[config.mk]
export PLATFORM = sky130hd
export DESIGN_NAME = qxmm_mix
export DESIGN_NICKNAME = d
export VERILOG_FILES = /design/src/hw/rtl/quad_x_motor_mixer_core_assert.svh /design/src/hw/rtl/qxmm_pkg.sv /design/src/hw/rtl/qxmm_mix.sv
export SDC_FILE = /design/constraint.sdc
export NUM_CORES = 2
export LEC_CHECK = 0
export CAP_MARGIN = 20
export CORE_UTILIZATION = 40
export DETAILED_ROUTE_END_ITERATION = 16
export DONT_BUFFER_PORTS = 1
export HOLD_SLACK_MARGIN = 0.15
export SETUP_SLACK_MARGIN = 0.1
export SLEW_MARGIN = 20
export SYNTH_ARGS = -nofsm -noshare
export SYNTH_HDL_FRONTEND = slang
export SYNTH_SLANG_ARGS = --single-unit
[constraint.sdc]
create_clock -name clk -period 8.85 [get_ports clk]
set_input_delay 1.77 -clock clk [delete_from_list [all_inputs] [get_ports clk]]
set_output_delay 1.77 -clock clk [all_outputs]
set_load 0.005 [all_outputs]
[src/hw/rtl/quad_x_motor_mixer_core_assert.svh]
// Assertion macros for the quad X motor mixer core.
// Included by the top level; expects clk and rst in scope.
`ifndef QUAD_X_MOTOR_MIXER_CORE_ASSERT_SVH
`define QUAD_X_MOTOR_MIXER_CORE_ASSERT_SVH

// Check that the consequent holds in the same cycle as the antecedent.
`define QXMM_ASSERT_NOW(label, ante, cons, msg) \
  label: assert property (@(posedge clk) disable iff (rst) (ante) |-> (cons)) \
    else $error(msg);

// Check that the consequent holds starting in the cycle after the antecedent.
`define QXMM_ASSERT_NEXT(label, ante, cons, msg) \
  label: assert property (@(posedge clk) disable iff (rst) (ante) |=> (cons)) \
    else $error(msg);

`endif

[src/hw/rtl/qxmm_pkg.sv]
// Shared types and constants for the quad X motor mixer.
// Used by qxmm_mix, qxmm_lane and quad_x_motor_mixer_core.
package qxmm_pkg;

  // Configuration register indexes
  typedef enum logic [2:0] {
    REG_THRUST_OFFSET = 3'd0,
    REG_MOMENT_GAIN   = 3'd1,
    REG_THRUST_GAIN   = 3'd2,
    REG_CYCLES_PER_US = 3'd3,
    REG_OUTPUT_READY  = 3'd4
  } reg_idx_t;

  // Configuration as seen by the datapath
  typedef struct packed {
    logic [11:0] thrust_offset;
    logic [15:0] moment_gain;
    logic [15:0] thrust_gain;
    logic [7:0]  cycles_per_us;
    logic        output_ready;
  } cfg_t;

  // 4 * 0.367 in Q1.16 (0.367 rounds to 24052)
  localparam logic [16:0] MIX_K4 = 17'd96208;

  localparam int FRAC_BITS = 26;
  localparam int SUM_W     = 34;
  localparam int PROD_W    = 51;
  localparam int PULSE_W   = 11;
  localparam int CYC_W     = 19;

  localparam logic [PULSE_W-1:0] PULSE_MIN = 11'd1000;
  localparam logic [PULSE_W-1:0] PULSE_MAX = 11'd2000;

  // Mixed motor thrust, Q16
  typedef logic signed [SUM_W-1:0] sum_t;

endpackage

[src/hw/rtl/qxmm_mix.sv]
// Front of the mixer pipeline: offset removal, torque products, X-frame mix.
// Depends on qxmm_pkg; three register stages with their own valid bits.
module qxmm_mix (
  input  logic                clk,
  input  logic                rst,
  input  qxmm_pkg::cfg_t      cfg,
  input  logic                in_valid,
  input  logic [11:0]         throttle_us,
  input  logic signed [15:0]  roll_torque,
  input  logic signed [15:0]  pitch_torque,
  input  logic signed [15:0]  yaw_torque,
  output logic                out_valid,
  output qxmm_pkg::sum_t      s1,
  output qxmm_pkg::sum_t      s2,
  output qxmm_pkg::sum_t      s3,
  output qxmm_pkg::sum_t      s4
);
  import qxmm_pkg::*;

  logic               v1, v2, v3;
  logic signed [12:0] d;
  logic signed [16:0] rsum, rdiff;
  logic signed [15:0] yaw1;
  logic signed [29:0] mean;
  logic signed [33:0] a, b;
  logic signed [23:0] y;
  logic signed [30:0] mean_next;
  logic signed [33:0] a_next, b_next;
  sum_t               mean_x, y_x;

  // Advance the valid bits
  always_ff @(posedge clk) begin
    if (rst) begin
      v1 <= 1'b0;
      v2 <= 1'b0;
      v3 <= 1'b0;
    end else begin
      v1 <= in_valid;
      v2 <= v1;
      v3 <= v2;
    end
  end

  // Stage 1: remove the offset, form roll plus and minus pitch
  always_ff @(posedge clk) begin
    if (in_valid) begin
      d     <= $signed({1'b0, throttle_us}) - $signed({1'b0, cfg.thrust_offset});
      rsum  <= 17'(roll_torque) + 17'(pitch_torque);
      rdiff <= 17'(roll_torque) - 17'(pitch_torque);
      yaw1  <= yaw_torque;
    end
  end

  // Stage 2: mean thrust and moment products
  assign mean_next = d * $signed({1'b0, MIX_K4});
  assign a_next    = rsum * $signed({1'b0, cfg.moment_gain});
  assign b_next    = rdiff * $signed({1'b0, cfg.moment_gain});

  always_ff @(posedge clk) begin
    if (v1) begin
      mean <= mean_next[29:0];
      a    <= a_next;
      b    <= b_next;
      y    <= {yaw1, 8'h00};
    end
  end

  // Stage 3: mix into four motor thrusts
  assign mean_x = SUM_W'(mean);
  assign y_x    = SUM_W'(y);

  always_ff @(posedge clk) begin
    if (v2) begin
      s1 <= mean_x - y_x - a;
      s2 <= mean_x - y_x + a;
      s3 <= mean_x + y_x + b;
      s4 <= mean_x + y_x - b;
    end
  end

  assign out_valid = v3;

endmodule

Word level (Yosys, flattened, before mapping)
Index checks and enable logic that the tools add are counted.
{"block": "totals", "latchBits": 0, "register_bits": 312, "inputBits": 116, "mem_bits_ro": 0, "mem_count": 0, "ramBits": 0, "elab_cells": 27, "output_inout_bits": 137}
{"block": "classes", "mul": 3, "n_bitwise": 0, "n_addsub": 9, "div_mod_pow": 0, "n_mux": 0, "shifts": 0, "reduce_logical": 0, "n_eq_ne": 0, "n_lt_le_gt_ge": 0}
{"cell": "$add 31x34->34", "n": 2}
{"cell": "$mul 17x17->34", "n": 2}
{"cell": "$sub 31x34->34", "n": 2}
{"cell": "$add 30x24->31", "n": 1}
{"cell": "$sub 30x24->31", "n": 1}
{"cell": "$mul 13x14->26 const B", "n": 1}
{"cell": "$add 16x16->17", "n": 1}
{"cell": "$sub 16x16->17", "n": 1}
{"cell": "$sub 12x12->13", "n": 1}

Longest topological paths before layout
{"block": "logic_depth", "ltp_word": 2, "mapped_depth": 25, "mapped_depth_nobuf": 24}

Worst setup path after synthesis
OpenSTA, ideal clock, no wires.
{"block": "synth_timing", "path_type": "in2reg", "startpoint": "input port cfg[33] (netlist name)", "endpoint": "register a[33], data pin", "slack_ns": 1.090, "n_path_buf": 1, "cell_stages": 24, "setup_time_ns": 0.260, "arrival_ns": 7.501, "path_cell_list": "clkbuf_1 -> nand2_1 -> fa_1 -> inv_1 -> fa_1 -> inv_1 -> fa_1 -> inv_1 -> fa_1 -> fa_1 -> inv_1 -> fa_1 -> inv_1 -> ha_1 -> nand3_1 -> o221ai_1 -> a211o_1 -> a211oi_2 -> o31ai_1 -> a211o_1 -> a2111oi_2 -> o21ai_1 -> a21oi_1 -> xnor2_1"}
{"block": "synth_between", "elab_chain_cells": 1}
{"item": "start, declared", "line_no": "qxmm_mix.sv:6", "source": "input qxmm_pkg::cfg_t cfg,"}
{"item": "$mul 17x17->34", "line_no": "qxmm_mix.sv:56", "source": "assign a_next = rsum * $signed({1'b0, cfg.moment_gain});"}
{"item": "via a_next[33]", "line_no": "qxmm_mix.sv:28", "source": "logic signed [33:0] a_next, b_next;"}
{"item": "end signal, assigned", "line_no": "qxmm_mix.sv:62", "source": "a <= a_next;"}
{"item": "end, declared", "line_no": "qxmm_mix.sv:25", "source": "logic signed [33:0] a, b;"}
The timed path passes the listed nets, and every way through them passes these cells.
A chain may end at the register's enable or synchronous reset.

Worst setup path after layout
{"block": "layout_timing", "startpoint": "input port cfg[30] (netlist name)", "endpoint": "register a[32], data pin"}
Same word-level chain as after synthesis.

==> metrics.md <==
| Metric | Value |
|---|---|
| Share of synthesized registers carrying an async set or reset | 0% |
| R2r worst-path depth | 23 |
| Number of buffers added by the clock tree synthesis step | 40 |
| Per-instance average area after synthesis | about 9.6 sq um |
| Sum of met3 wire segment lengths after detailed routing | 5990 microns |
| Routed via count | 29900 |
| DR WL met2 | between 40000 and 50000 microns |
| Type of the worst setup path | in -> reg |
| Number of gates given a new drive strength after cts | 0 |
| Highest clock frequency the design can meet | between 0.1 and 0.15 GHz |
| Setup skew after layout | about 0.022 ns |
| Area of the mapped netlist | roughly 44000 sq um |
| Insertion delay to the later sink of the worst-skew pair | ~0.6 ns |
| Final period demand of the worst path | 7.56 ns |
| Total negative slack for setup checks | 0 ns |
| Proportion of layout cells with a drive suffix above 1 | under 10% |
| First-pass GRT wire length | 167000 microns |
| Half-perimeter wire length after placement | a little over 80000 microns |
| Number of synthesis warnings | 0 |
| Kind of start point of the critical path | input pin |
| Number of global-route vias before repair | between 30000 and 40000 |
| Required time worst endpoint | approximately 9.2 ns |
| Count of state elements after synthesis | just over 300 |
| Most frequent standard cell in the layout excluding fill and tap cells | inv_1 |
| Number of instances in the synthesized netlist | 4544 |
| Remaining Overflow, GRT | 0 |
| Clock Tree Buf Depth | 3 |
| Largest delay share family, worst path | adder cells |
| Detailed-route DRC error count | 0 |
| Number of DRC violations after detailed-routing iteration 0 | ~2000 |
| Number of top-level design ports | around 250 |
| ANT cells | 0 |
| Clock slew seen by the registers of the worst setup and hold paths | ~0.060 ns |
| Row count | 120 |
| Number of failing hold endpoints at the final stage | 0 |
| Data arrival time of the worst path | 7.87 ns |
| DR vias/cell | approximately 5 |
| H-tree level count | 2 |
| Post-CTS setup buffer count | 0 |
| Maximum number of pins on one net before global-route repair | 72 |
| Detail Route Antenna Nets | 0 |
| Area share of the leading cell type in the synthesized netlist | between 20 and 30% |
| Count of hold buffers inserted by post-cts repair | 0 |
| CTS sink count | 307 |
| Sequential area share after synthesis | between 20% and 30% |
| Count of flip-flops with a built-in enable after synthesis | approximately 300 |
| Least-Margin Pin Slew | around 1.2 ns |
| Die boundary width | between 300 and 400 microns |
| Drt pass-1 iters | 6 |
| Uppermost layer routed | met5 |
| Routed wirelength normalized by instance count | about 17 microns |
| CP max stage cell | fa_1 |
| Place WS | 0.750 ns |
| Area delta synth->final | 6.10% |
| Leading area contributor after synthesis | fa_1 |
| # setup viols final | 0 |
| Critical path buffers and inverters | 4 |
| Most prevalent standard cell on the critical path | fa_1 |
| Core occupancy in the finished layout | between 40% and 50% |
| Initial core utilization | ~41% |
| Max FO, Critical Path | 33 |
| Delay of the slowest cell on the worst path | ~0.53 ns |
| Hold Crit Class | reg -> reg |
| Standard cell core area | about 110000 sq um |
| Total wire length | between 100000 and 150000 microns |
| Overall Global Routing Usage | between 10% and 20% |
| Clock tree from TritonCTS | yes |
| Slew HR | about a fifth |
| Clk root buf | clkbuf_16 |
| Fraction of the cycle the final worst path needs | between 80% and 90% |
| Final worst-path setup slack | about 1.3 ns |
| Unrepaired setup endpoints after global routing | no |
| Slew Limit Fails | 0 |
| Met1 Wirelength | around 46000 microns |
| Max Cap Violations | 0 |
| Post-layout nets | roughly 5700 |
| Synthesized netlist net count | roughly 5800 |
| Leading cell types in the layout, fill and taps excluded | inv_1, fa_1, ha_1 |
| Endpoint class of the critical path | register |
| Library cells used by synthesis | 88 |
| Floorplan die area | ~110000 sq um |
| Status | finished, final reports clean |
| Largest cells by area after synthesis | fa_1, edfxtp_1, ha_1 |
| Commonest register cell after synthesis | edfxtp_1 |
| Antenna violations before repair | 5 |
| Critical path cell sequence | and2_1 > fa_1 > inv_1 > fa_1 > fa_1 > inv_1 > fa_1 > fa_1 > inv_1 > fa_1 > inv_1 > ha_1 > a21oi_1 > o21ai_1 > a311o_1 > a41oi_1 > a21oi_1 > a41oi_1 > a21oi_1 > a211oi_1 > a22oi_1 > xor2_1 |
| Weighted congestion at the end of routability-driven global placement | 0.906 |
| Critical Path Stages | 22 |
| Die Span Y | about 330 microns |
| Count of input and output buffers | 0 |
| Number of stages on the worst hold path | 0 |
-- per-stage QoR --
step                hold WS (ns)  instance area (sq um)  std cells
floorplan                  0.400                  43800       4544
global placement           0.403                  45000       5816
detailed placement         0.417                  45000       5816
CTS                        0.433                  46400       5887
global route               0.430                  46400       5887
finish                     0.424                  46400       5887
-- state kept, by name, summed over array words and instances (netlist names) --
signal / cells
s2: 33
v1: 1
s4: 33
rdiff: 16
out_valid: 1
b: 33
s3: 34
y: 16
d: 13
a: 34
rsum: 17
mean: 26
v2: 1
yaw1: 16
s1: 33
-- synth_stat cells (9+ instances only) --
cell type  count
xor2_1        59
o211ai_1       9
nor4_1        12
a211oi_1      17
a21boi_0      10
or3_1         25
o21ai_0       64
xnor2_1      197
fa_1         630
nand2b_1      36
o21ai_1       20
nand3_1       46
buf_2         10
inv_1       1076
a21oi_1      210
nor2b_1       24
nor2_1       169
edfxtp_1     304
nand2_1      405
and3_1        22
a31oi_1       19
clkbuf_1     121
nor3_1        56
o21a_1        17
o21bai_1      58
o31ai_1       20
ha_1         479
and2_1       219
a21o_1        62
-- layout make-up --
type,instances,area [sq um]
inverters,1080,4050
well taps,1403,1760
repair buffers,7,52.6
clock inverters,28,369
fillers,10500,61400
multi-input cells,3019,30000
clock buffers,43,1030
flip-flops and latches,307,9200
-- logic make-up after synthesis --
kind of cell | after synthesis | share of synthesized area [%]
AO/OA/AOI/OAI | 606 | 9.28
buffers and inverters | 1218 | 10.5
multiplexers | 3 | 0.0715
AND/OR/NAND/NOR | 1044 | 11.5
flip-flops | 307 | 21.0
adder cells (fa/ha/maj) | 1109 | 42.5
XOR/XNOR | 257 | 5.16
-- final timing paths --
| kind | slack (ns) | end | startpoint |
|---|---|---|---|
| max | 1.29 | a[32] | cfg[30] |
| max reg2reg | 1.59 | a[32] | rsum[7] |
| min reg2reg | 0.42 | y[20] | yaw1[12] |
| min | 0.42 | y[20] | yaw1[12] |
-- per-layer routing --
metal / up-vias / GRT usage, %
met1: 15000 / 26.3
met3: 109 / 3.21
met5: - / 0
li1: 14100 / -
met2: 718 / 31.0
met4: 2 / 4.49
Power is left out: the tool's default activity adds up to more than one toggle a clock period on the data nets, which glitch-free logic cannot reach.
