<file path="src/hw/rtl/quad_x_motor_mixer_core_assert.svh">
// Assertion macros for the quad X motor mixer core.
// Included by the top level; expects clk and rst in scope.
`ifndef QUAD_X_MOTOR_MIXER_CORE_ASSERT_SVH
`define QUAD_X_MOTOR_MIXER_CORE_ASSERT_SVH

// Check that the consequent holds in the same cycle as the antecedent.
`define QXMM_ASSERT_NOW(label, ante, cons, msg) \
  label: assert property (@(posedge clk) disable iff (rst) (ante) |-> (cons)) \
    else $error(msg);

// Check that the consequent holds starting in the cycle after the antecedent.
`define QXMM_ASSERT_NEXT(label, ante, cons, msg) \
  label: assert property (@(posedge clk) disable iff (rst) (ante) |=> (cons)) \
    else $error(msg);

`endif

</file>
<file path="src/hw/rtl/qxmm_pkg.sv">
// Shared types and constants for the quad X motor mixer.
// Used by qxmm_mix, qxmm_lane and quad_x_motor_mixer_core.
package qxmm_pkg;

  // Configuration register indexes
  typedef enum logic [2:0] {
    REG_THRUST_OFFSET = 3'd0,
    REG_MOMENT_GAIN   = 3'd1,
    REG_THRUST_GAIN   = 3'd2,
    REG_CYCLES_PER_US = 3'd3,
    REG_OUTPUT_READY  = 3'd4
  } reg_idx_t;

  // Configuration as seen by the datapath
  typedef struct packed {
    logic [11:0] thrust_offset;
    logic [15:0] moment_gain;
    logic [15:0] thrust_gain;
    logic [7:0]  cycles_per_us;
    logic        output_ready;
  } cfg_t;

  // 4 * 0.367 in Q1.16 (0.367 rounds to 24052)
  localparam logic [16:0] MIX_K4 = 17'd96208;

  localparam int FRAC_BITS = 26;
  localparam int SUM_W     = 34;
  localparam int PROD_W    = 51;
  localparam int PULSE_W   = 11;
  localparam int CYC_W     = 19;

  localparam logic [PULSE_W-1:0] PULSE_MIN = 11'd1000;
  localparam logic [PULSE_W-1:0] PULSE_MAX = 11'd2000;

  // Mixed motor thrust, Q16
  typedef logic signed [SUM_W-1:0] sum_t;

endpackage

</file>
<file path="src/hw/rtl/qxmm_lane.sv">
// One motor lane: thrust gain, offset, truncation, clamp and cycle scaling.
// Depends on qxmm_pkg; three register stages enabled by the top's valid bits.
module qxmm_lane (
  input  logic                             clk,
  input  qxmm_pkg::cfg_t                   cfg,
  input  logic [2:0]                       en,
  input  qxmm_pkg::sum_t                   s,
  output logic [qxmm_pkg::CYC_W-1:0]       cycles,
  output logic                             clamped
);
  import qxmm_pkg::*;

  logic signed [PROD_W-1:0]           prod;
  logic signed [PROD_W:0]             p, p_adj, off_x;
  logic signed [PROD_W-FRAC_BITS:0]   q;
  logic [PULSE_W-1:0]                 pulse, pulse_next;
  logic                               clip, clip_next;
  logic [CYC_W-1:0]                   cyc_next;

  // Stage 4: apply the thrust gain
  always_ff @(posedge clk) begin
    if (en[0]) begin
      prod <= PROD_W'(s) * $signed({1'b0, cfg.thrust_gain});
    end
  end

  // Stage 5: add the offset, truncate toward zero, clamp
  assign off_x = $signed({{(PROD_W - 12 - FRAC_BITS + 1){1'b0}}, cfg.thrust_offset,
                          {FRAC_BITS{1'b0}}});
  assign p     = (PROD_W + 1)'(prod) + off_x;
  assign p_adj = p[PROD_W] ? p + (PROD_W + 1)'((64'd1 << FRAC_BITS) - 64'd1) : p;
  assign q     = p_adj[PROD_W:FRAC_BITS];

  always_comb begin
    if (q > $signed((PROD_W - FRAC_BITS + 1)'(PULSE_MAX))) begin
      pulse_next = PULSE_MAX;
      clip_next  = 1'b1;
    end else if (q < $signed((PROD_W - FRAC_BITS + 1)'(PULSE_MIN))) begin
      pulse_next = PULSE_MIN;
      clip_next  = 1'b1;
    end else begin
      pulse_next = q[PULSE_W-1:0];
      clip_next  = 1'b0;
    end
  end

  always_ff @(posedge clk) begin
    if (en[1]) begin
      pulse <= pulse_next;
      clip  <= clip_next;
    end
  end

  // Stage 6: convert to timer cycles; drop everything when not ready
  assign cyc_next = CYC_W'(pulse) * CYC_W'(cfg.cycles_per_us);

  always_ff @(posedge clk) begin
    if (en[2]) begin
      cycles  <= cfg.output_ready ? cyc_next : '0;
      clamped <= cfg.output_ready & clip;
    end
  end

endmodule

</file>
<file path="config.mk">
export PLATFORM = sky130hd
export DESIGN_NAME = qxmm_lane
export DESIGN_NICKNAME = d
export VERILOG_FILES = /design/src/hw/rtl/quad_x_motor_mixer_core_assert.svh /design/src/hw/rtl/qxmm_pkg.sv /design/src/hw/rtl/qxmm_lane.sv
export SDC_FILE = /design/constraint.sdc
export NUM_CORES = 2
export LEC_CHECK = 0
export ABC_AREA = 1
export BUFFER_PORTS_ARGS = -buffer_cell sky130_fd_sc_hd__clkbuf_2
export CORE_MARGIN = 4
export CORE_UTILIZATION = 62
export DETAILED_ROUTE_END_ITERATION = 8
export PLACE_DENSITY = 0.8
export SYNTH_ARGS = -nofsm -noshare
export SYNTH_HDL_FRONTEND = slang
export SYNTH_SLANG_ARGS = --single-unit
</file>
<file path="constraint.sdc">
create_clock -name clk -period 9.4 [get_ports clk]
set_clock_uncertainty 0.05 [all_clocks]
set_input_delay 2.82 -clock clk [delete_from_list [all_inputs] [get_ports clk]]
set_output_delay 2.82 -clock clk [all_outputs]
set_load 0.01 [all_outputs]
</file>
=== Yosys cells after proc, flatten, opt, wreduce, memory -nomap -nowiden ===
Index checks and enable logic that the tools add are counted.

* Bits in registers: 83
* Bits in latches: 0
* Bits in writable memories: 0
* ROM bits: 0
* Word-level logic and storage cells: 17
* Memories kept: 0

* $add $sub $neg: 2
* $mul: 2
* Divide/modulo/power cells: 0
* Magnitude comparators: 2
* Eq/ne operators: 0
* Shifts and indexed selects: 0
* Muxes and demuxes: 3
* Bitwise gates (word level): 1
* Reduce and logical (&&, ||, !) cells: 1

{| class="wikitable"
|+ Operator list
! operator !! number
|-
| 51-bit by 39-bit adder with 52-bit output || 1
|-
| 52-bit by 26-bit adder with 52-bit output, second input constant || 1
|-
| 52-bit two-way mux || 1
|-
| 34-bit by 17-bit multiplier with 51-bit output || 1
|-
| 26-bit by 12-bit greater-than comparator with 1-bit output, second input constant || 1
|-
| 26-bit by 11-bit less-than comparator with 1-bit output, second input constant || 1
|-
| 11-bit by 8-bit multiplier with 19-bit output || 1
|-
| 11-bit two-way mux || 1
|-
| 2-bit OR reduction || 1
|-
| 1-bit AND || 1
|-
| 1-bit two-way mux || 1
|}

=== Longest topological paths before layout ===
* Depth in word-level cells: 5
* Gate-level depth with buffers: 33

=== Worst setup path after synthesis ===
No wires, ideal clock.

* Kind: input-to-reg
* From: in s[9]
* To: reg prod[32], data pin
* Library setup time: 0.265 ns
* Data arrival time: 8.535 ns
* Data required time: 9.085 ns
* Path slack: 0.550 ns
* Stages: 26
* Buffers on the path: 2
* Cells stage by stage: clkbuf_1 clkbuf_1 nand2_1 fa_1 fa_1 fa_1 inv_1 fa_1 fa_1 inv_1 fa_1 inv_1 ha_1 a21oi_1 inv_1 nor2_1 nand2_1 nor2_1 inv_1 a21oi_1 inv_1 a21oi_1 o21ai_0 a21boi_0 o21ai_0 xor2_1

* Word-level cells in the longest chain between the ends: 1

{| class="wikitable"
|+ Ends and longest elaborated chain
! element !! line !! RTL
|-
| start: declaration || qxmm_lane.sv:7 || <nowiki>input qxmm_pkg::sum_t s,</nowiki>
|-
| 34-bit by 17-bit multiplier with 51-bit output || qxmm_lane.sv:23 || <nowiki>prod <= PROD_W'(s) * $signed({1'b0, cfg.thrust_gain});</nowiki>
|-
| end signal: assignment || qxmm_lane.sv:23 ||
|-
| end: declaration || qxmm_lane.sv:13 || <nowiki>logic signed [PROD_W-1:0] prod;</nowiki>
|}

Every way passes these cells.
A chain may end at the register's enable or synchronous reset.

=== Worst setup path in the final report ===
* From: in cfg[11] (netlist name)
* To: reg prod[45], data pin

* Word-level cells in the longest chain between the ends: 1

{| class="wikitable"
|+ Ends and longest elaborated chain
! element !! line !! RTL
|-
| start: declaration || qxmm_lane.sv:5 || <nowiki>input qxmm_pkg::cfg_t cfg,</nowiki>
|-
| 34-bit by 17-bit multiplier with 51-bit output || qxmm_lane.sv:23 ||
|}

Every way passes these cells.

==> summary.txt <==
Clocking
  – CTS resizes: 0
  – Root buffer cell: clkbuf_16
  – Clock sinks: 83
  – Clk Latency, worst-skew pair: 0.34 ns
  – H-tree Lvls: 3
  – CTS buffer count: 9
  – Clock-pin slew on the worst setup and hold paths: 0.08 ns
  – CTS tree: yes
  – Cts hold-fix bufs: 0
  – Clock Tree Buf Depth: 2
  – Setup bufs post-CTS: 0

Drt
  – WL final: 67.1 mm
  – Wire length per cell: 15.8 um
  – DRT Pass-1 Iters: 6
  – Vias per inst: 5.24
  – Routed Antenna Nets: 0
  – Residual DRC count: 0
  – DR iter-0 viols: 1448
  – Via total after detailed routing: 22300

Yosys
  – Post-synthesis net count: 4479
  – Synth Instances: 3644
  – Synth Cell Area: 27800 um^2
  – Yosys reg bits: 83
  – Compound-gate portion of the synthesized area: 4.23%
  – Post-Synth XOR/XNOR Area: 1.98%
  – Number of flops mapped to enable cells by yosys: 83
  – Async SR Flop Fraction: 0%
  – Register area share after synthesis: 8.96%
  – Simple-gate share of the synthesized area: 18.8%
  – Synth warn: 0
  – Adder-cell share of the synthesized area: 48.9%
  – Largest family of logic cells by synthesized area: adder cells
  – Synth cell types: 50
  – Multiplexer share of the synthesized area: 0%
  – Mean Syn Cell Area: 7.64 um^2
  – Top FF cell, synth: edfxtp_1

Critical path
  – CP Max Fanout: 11
  – Most used cell, CP: fa_1
  – Setup Crit Path Kind: in -> reg
  – Bufs and invs on worst path: 5
  – Worst setup SP type: primary input
  – Worst path cell trace: clkbuf_2 > buf_4 > nand2_1 > fa_1 > fa_1 > fa_1 > inv_1 > fa_1 > fa_1 > inv_1 > fa_1 > inv_1 > ha_1 > a21oi_1 > o21ai_0 > a211oi_1 > o21ai_0 > a21oi_1 > o21bai_1 > a311oi_1 > xnor2_1
  – Req. time, crit path: 9.43 ns
  – Arrival time at the worst endpoint: 8.87 ns
  – CP startpoint: cfg[11]
  – Crit-path leading delay family: adder cells
  – Reg2reg start: pulse[1]$_SDFFCE_PP0P_
  – Crit. End Element: flip-flop
  – CP max-delay cell: fa_1
  – Critical path's largest stage delay: 0.56 ns

Timing
  – Final period utilization: 94.0%
  – Slew Viols, Final: 0
  – Final hold violations: 0
  – Max transition margin: 59.3%
  – Maximum operating frequency: 113 MHz
  – Setup TNS: 0 ns
  – Crit path time final: 8.83 ns
  – # setup viols final: 0
  – Worst Tran Pin Value: 0.610 ns
  – RSZ-0062 raised after global routing: false
  – Fin Hold WS: 0.558 ns

Finish
  – # diodes: 0
  – Area growth from synthesis to layout: 5.38%
  – Share of cells above drive strength 1: 6.84%
  – Post-layout net count: 4500
  – Number of fill cells: 3733
  – Core Util, Final: 66.2%

Floorplanning
  – Core area: 44300 um^2
  – Initial core utilization: 62.8%
  – Die extent in x: 220 um
  – Die Y: 220 um
  – DIE AREA: 48300 um^2
  – Site Rows: 77
  – IO Pins: 111

Placed design
  – Detailed Place HPWL: 56.3 mm
  – Final GP Congestion: 0.948
  – IO buf count: 94

Hold path
  – Worst min path class: reg -> reg
  – Hold Startpoint: clip$_SDFFCE_PN1P_

GRT
  – Vias in the first global route: 23100
  – Congestion Overflow GR: 0
  – First-pass GRT wire length: 112 mm
  – Initial antenna violation count: 0
  – Largest net degree at the start of global routing: 52
  – Total global-route track usage: 28.9%

Flow run
  – Max-cap viol count: 0

Outcome
  – Status: finished clean
[cells in the final DEF (no fill, tap or decap), types with 7 or more instances in the layout]
cell,n
clkbuf_2,94
nor2_2,17
ha_1,172
a31oi_1,15
o21a_1,9
buf_4,66
o21ai_0,48
nand4_1,24
clkbuf_16,9
nand2_1,970
a21oi_1,92
inv_2,13
nand3_1,75
inv_1,1099
nor3_1,16
nor2_1,135
o21bai_1,7
xnor2_1,32
nand2_2,22
xor2_1,29
edfxtp_1,83
fa_1,572
[cells by family (layout without fill, tap and decap cells)]
logic type	Yosys count	in the layout
XOR/XNOR	62	62
flip-flops	83	83
buffers and inverters	1266	1292
AO/OA/AOI/OAI	204	204
AND/OR/NAND/NOR	1285	1285
adder cells (fa/ha/maj)	744	744
[stage by stage]
stage | area (um^2) | setup slack [ns] | cells
detailed placement | 29000 | 0.234 | 4246
global route | 29300 | 0.254 | 4262
floorplan | 27800 | 0.550 | 3644
global placement | 29000 | 0.285 | 4246
finish | 29300 | 0.566 | 4262
CTS | 29300 | 0.593 | 4262
[area by class of cell]
| type | instances | area (um^2) | share of cell area, % |
|---|---|---|---|
| well taps | 592 | 741 | 2.53 |
| clock buffers | 9 | 225 | 0.768 |
| flip-flops and latches | 83 | 2490 | 8.50 |
| clock inverters | 7 | 106 | 0.363 |
| repair buffers | 162 | 1010 | 3.43 |
| multi-input cells | 2295 | 20600 | 70.2 |
| inverters | 1114 | 4180 | 14.3 |
[routing by layer]
layer  GRT usage (%)  part of all wire (%)  vias up
met2            48.1                    48      895
met3            4.51                   8.5      148
met5               0                     0        -
met1            39.7                    41    10900
li1                -                     -    10400
met4            8.39                   3.3        0
[cell usage after synthesis (8+ instances only)]
master | number | share of area [%]
inv_2 | 13 | 0.18
nand2_2 | 22 | 0.49
nand4_1 | 24 | 0.54
nor3_1 | 16 | 0.29
inv_1 | 1099 | 15
o21a_1 | 9 | 0.24
clkbuf_2 | 8 | 0.14
xnor2_1 | 32 | 1.0
xor2_1 | 29 | 0.91
ha_1 | 172 | 7.7
edfxtp_1 | 83 | 9.0
nand3_1 | 75 | 1.3
o21ai_0 | 48 | 0.86
nor2_1 | 135 | 1.8
nor2_2 | 17 | 0.38
a21oi_1 | 92 | 1.7
nand2_1 | 970 | 13
clkbuf_1 | 144 | 1.9
a31oi_1 | 15 | 0.34
fa_1 | 572 | 41
[state kept, by name, summed over array words and instances, names as in the netlist]
register,cells
clamped,1
clip,1
cycles,19
prod,51
pulse,11
[path summary, 6_finish.rpt]
path	end	depth (start not counted)	slack (ns)
hold reg to reg	clamped$_DFFE_PP_	2	0.56
setup reg to reg	cycles[17]$_SDFFCE_PN0P_	20	3.92
setup / recovery	prod[45]$_DFFE_PP_	21	0.57
hold / removal	clamped$_DFFE_PP_	2	0.56
[tightest hold or removal path: stages (launching register included)]
cell      delay [ns]
edfxtp_1        0.40
nand2_1         0.06
inv_1           0.05
Power is not shown: default switching activity piles up to over one toggle a cycle in this logic, so the estimate is an artifact.
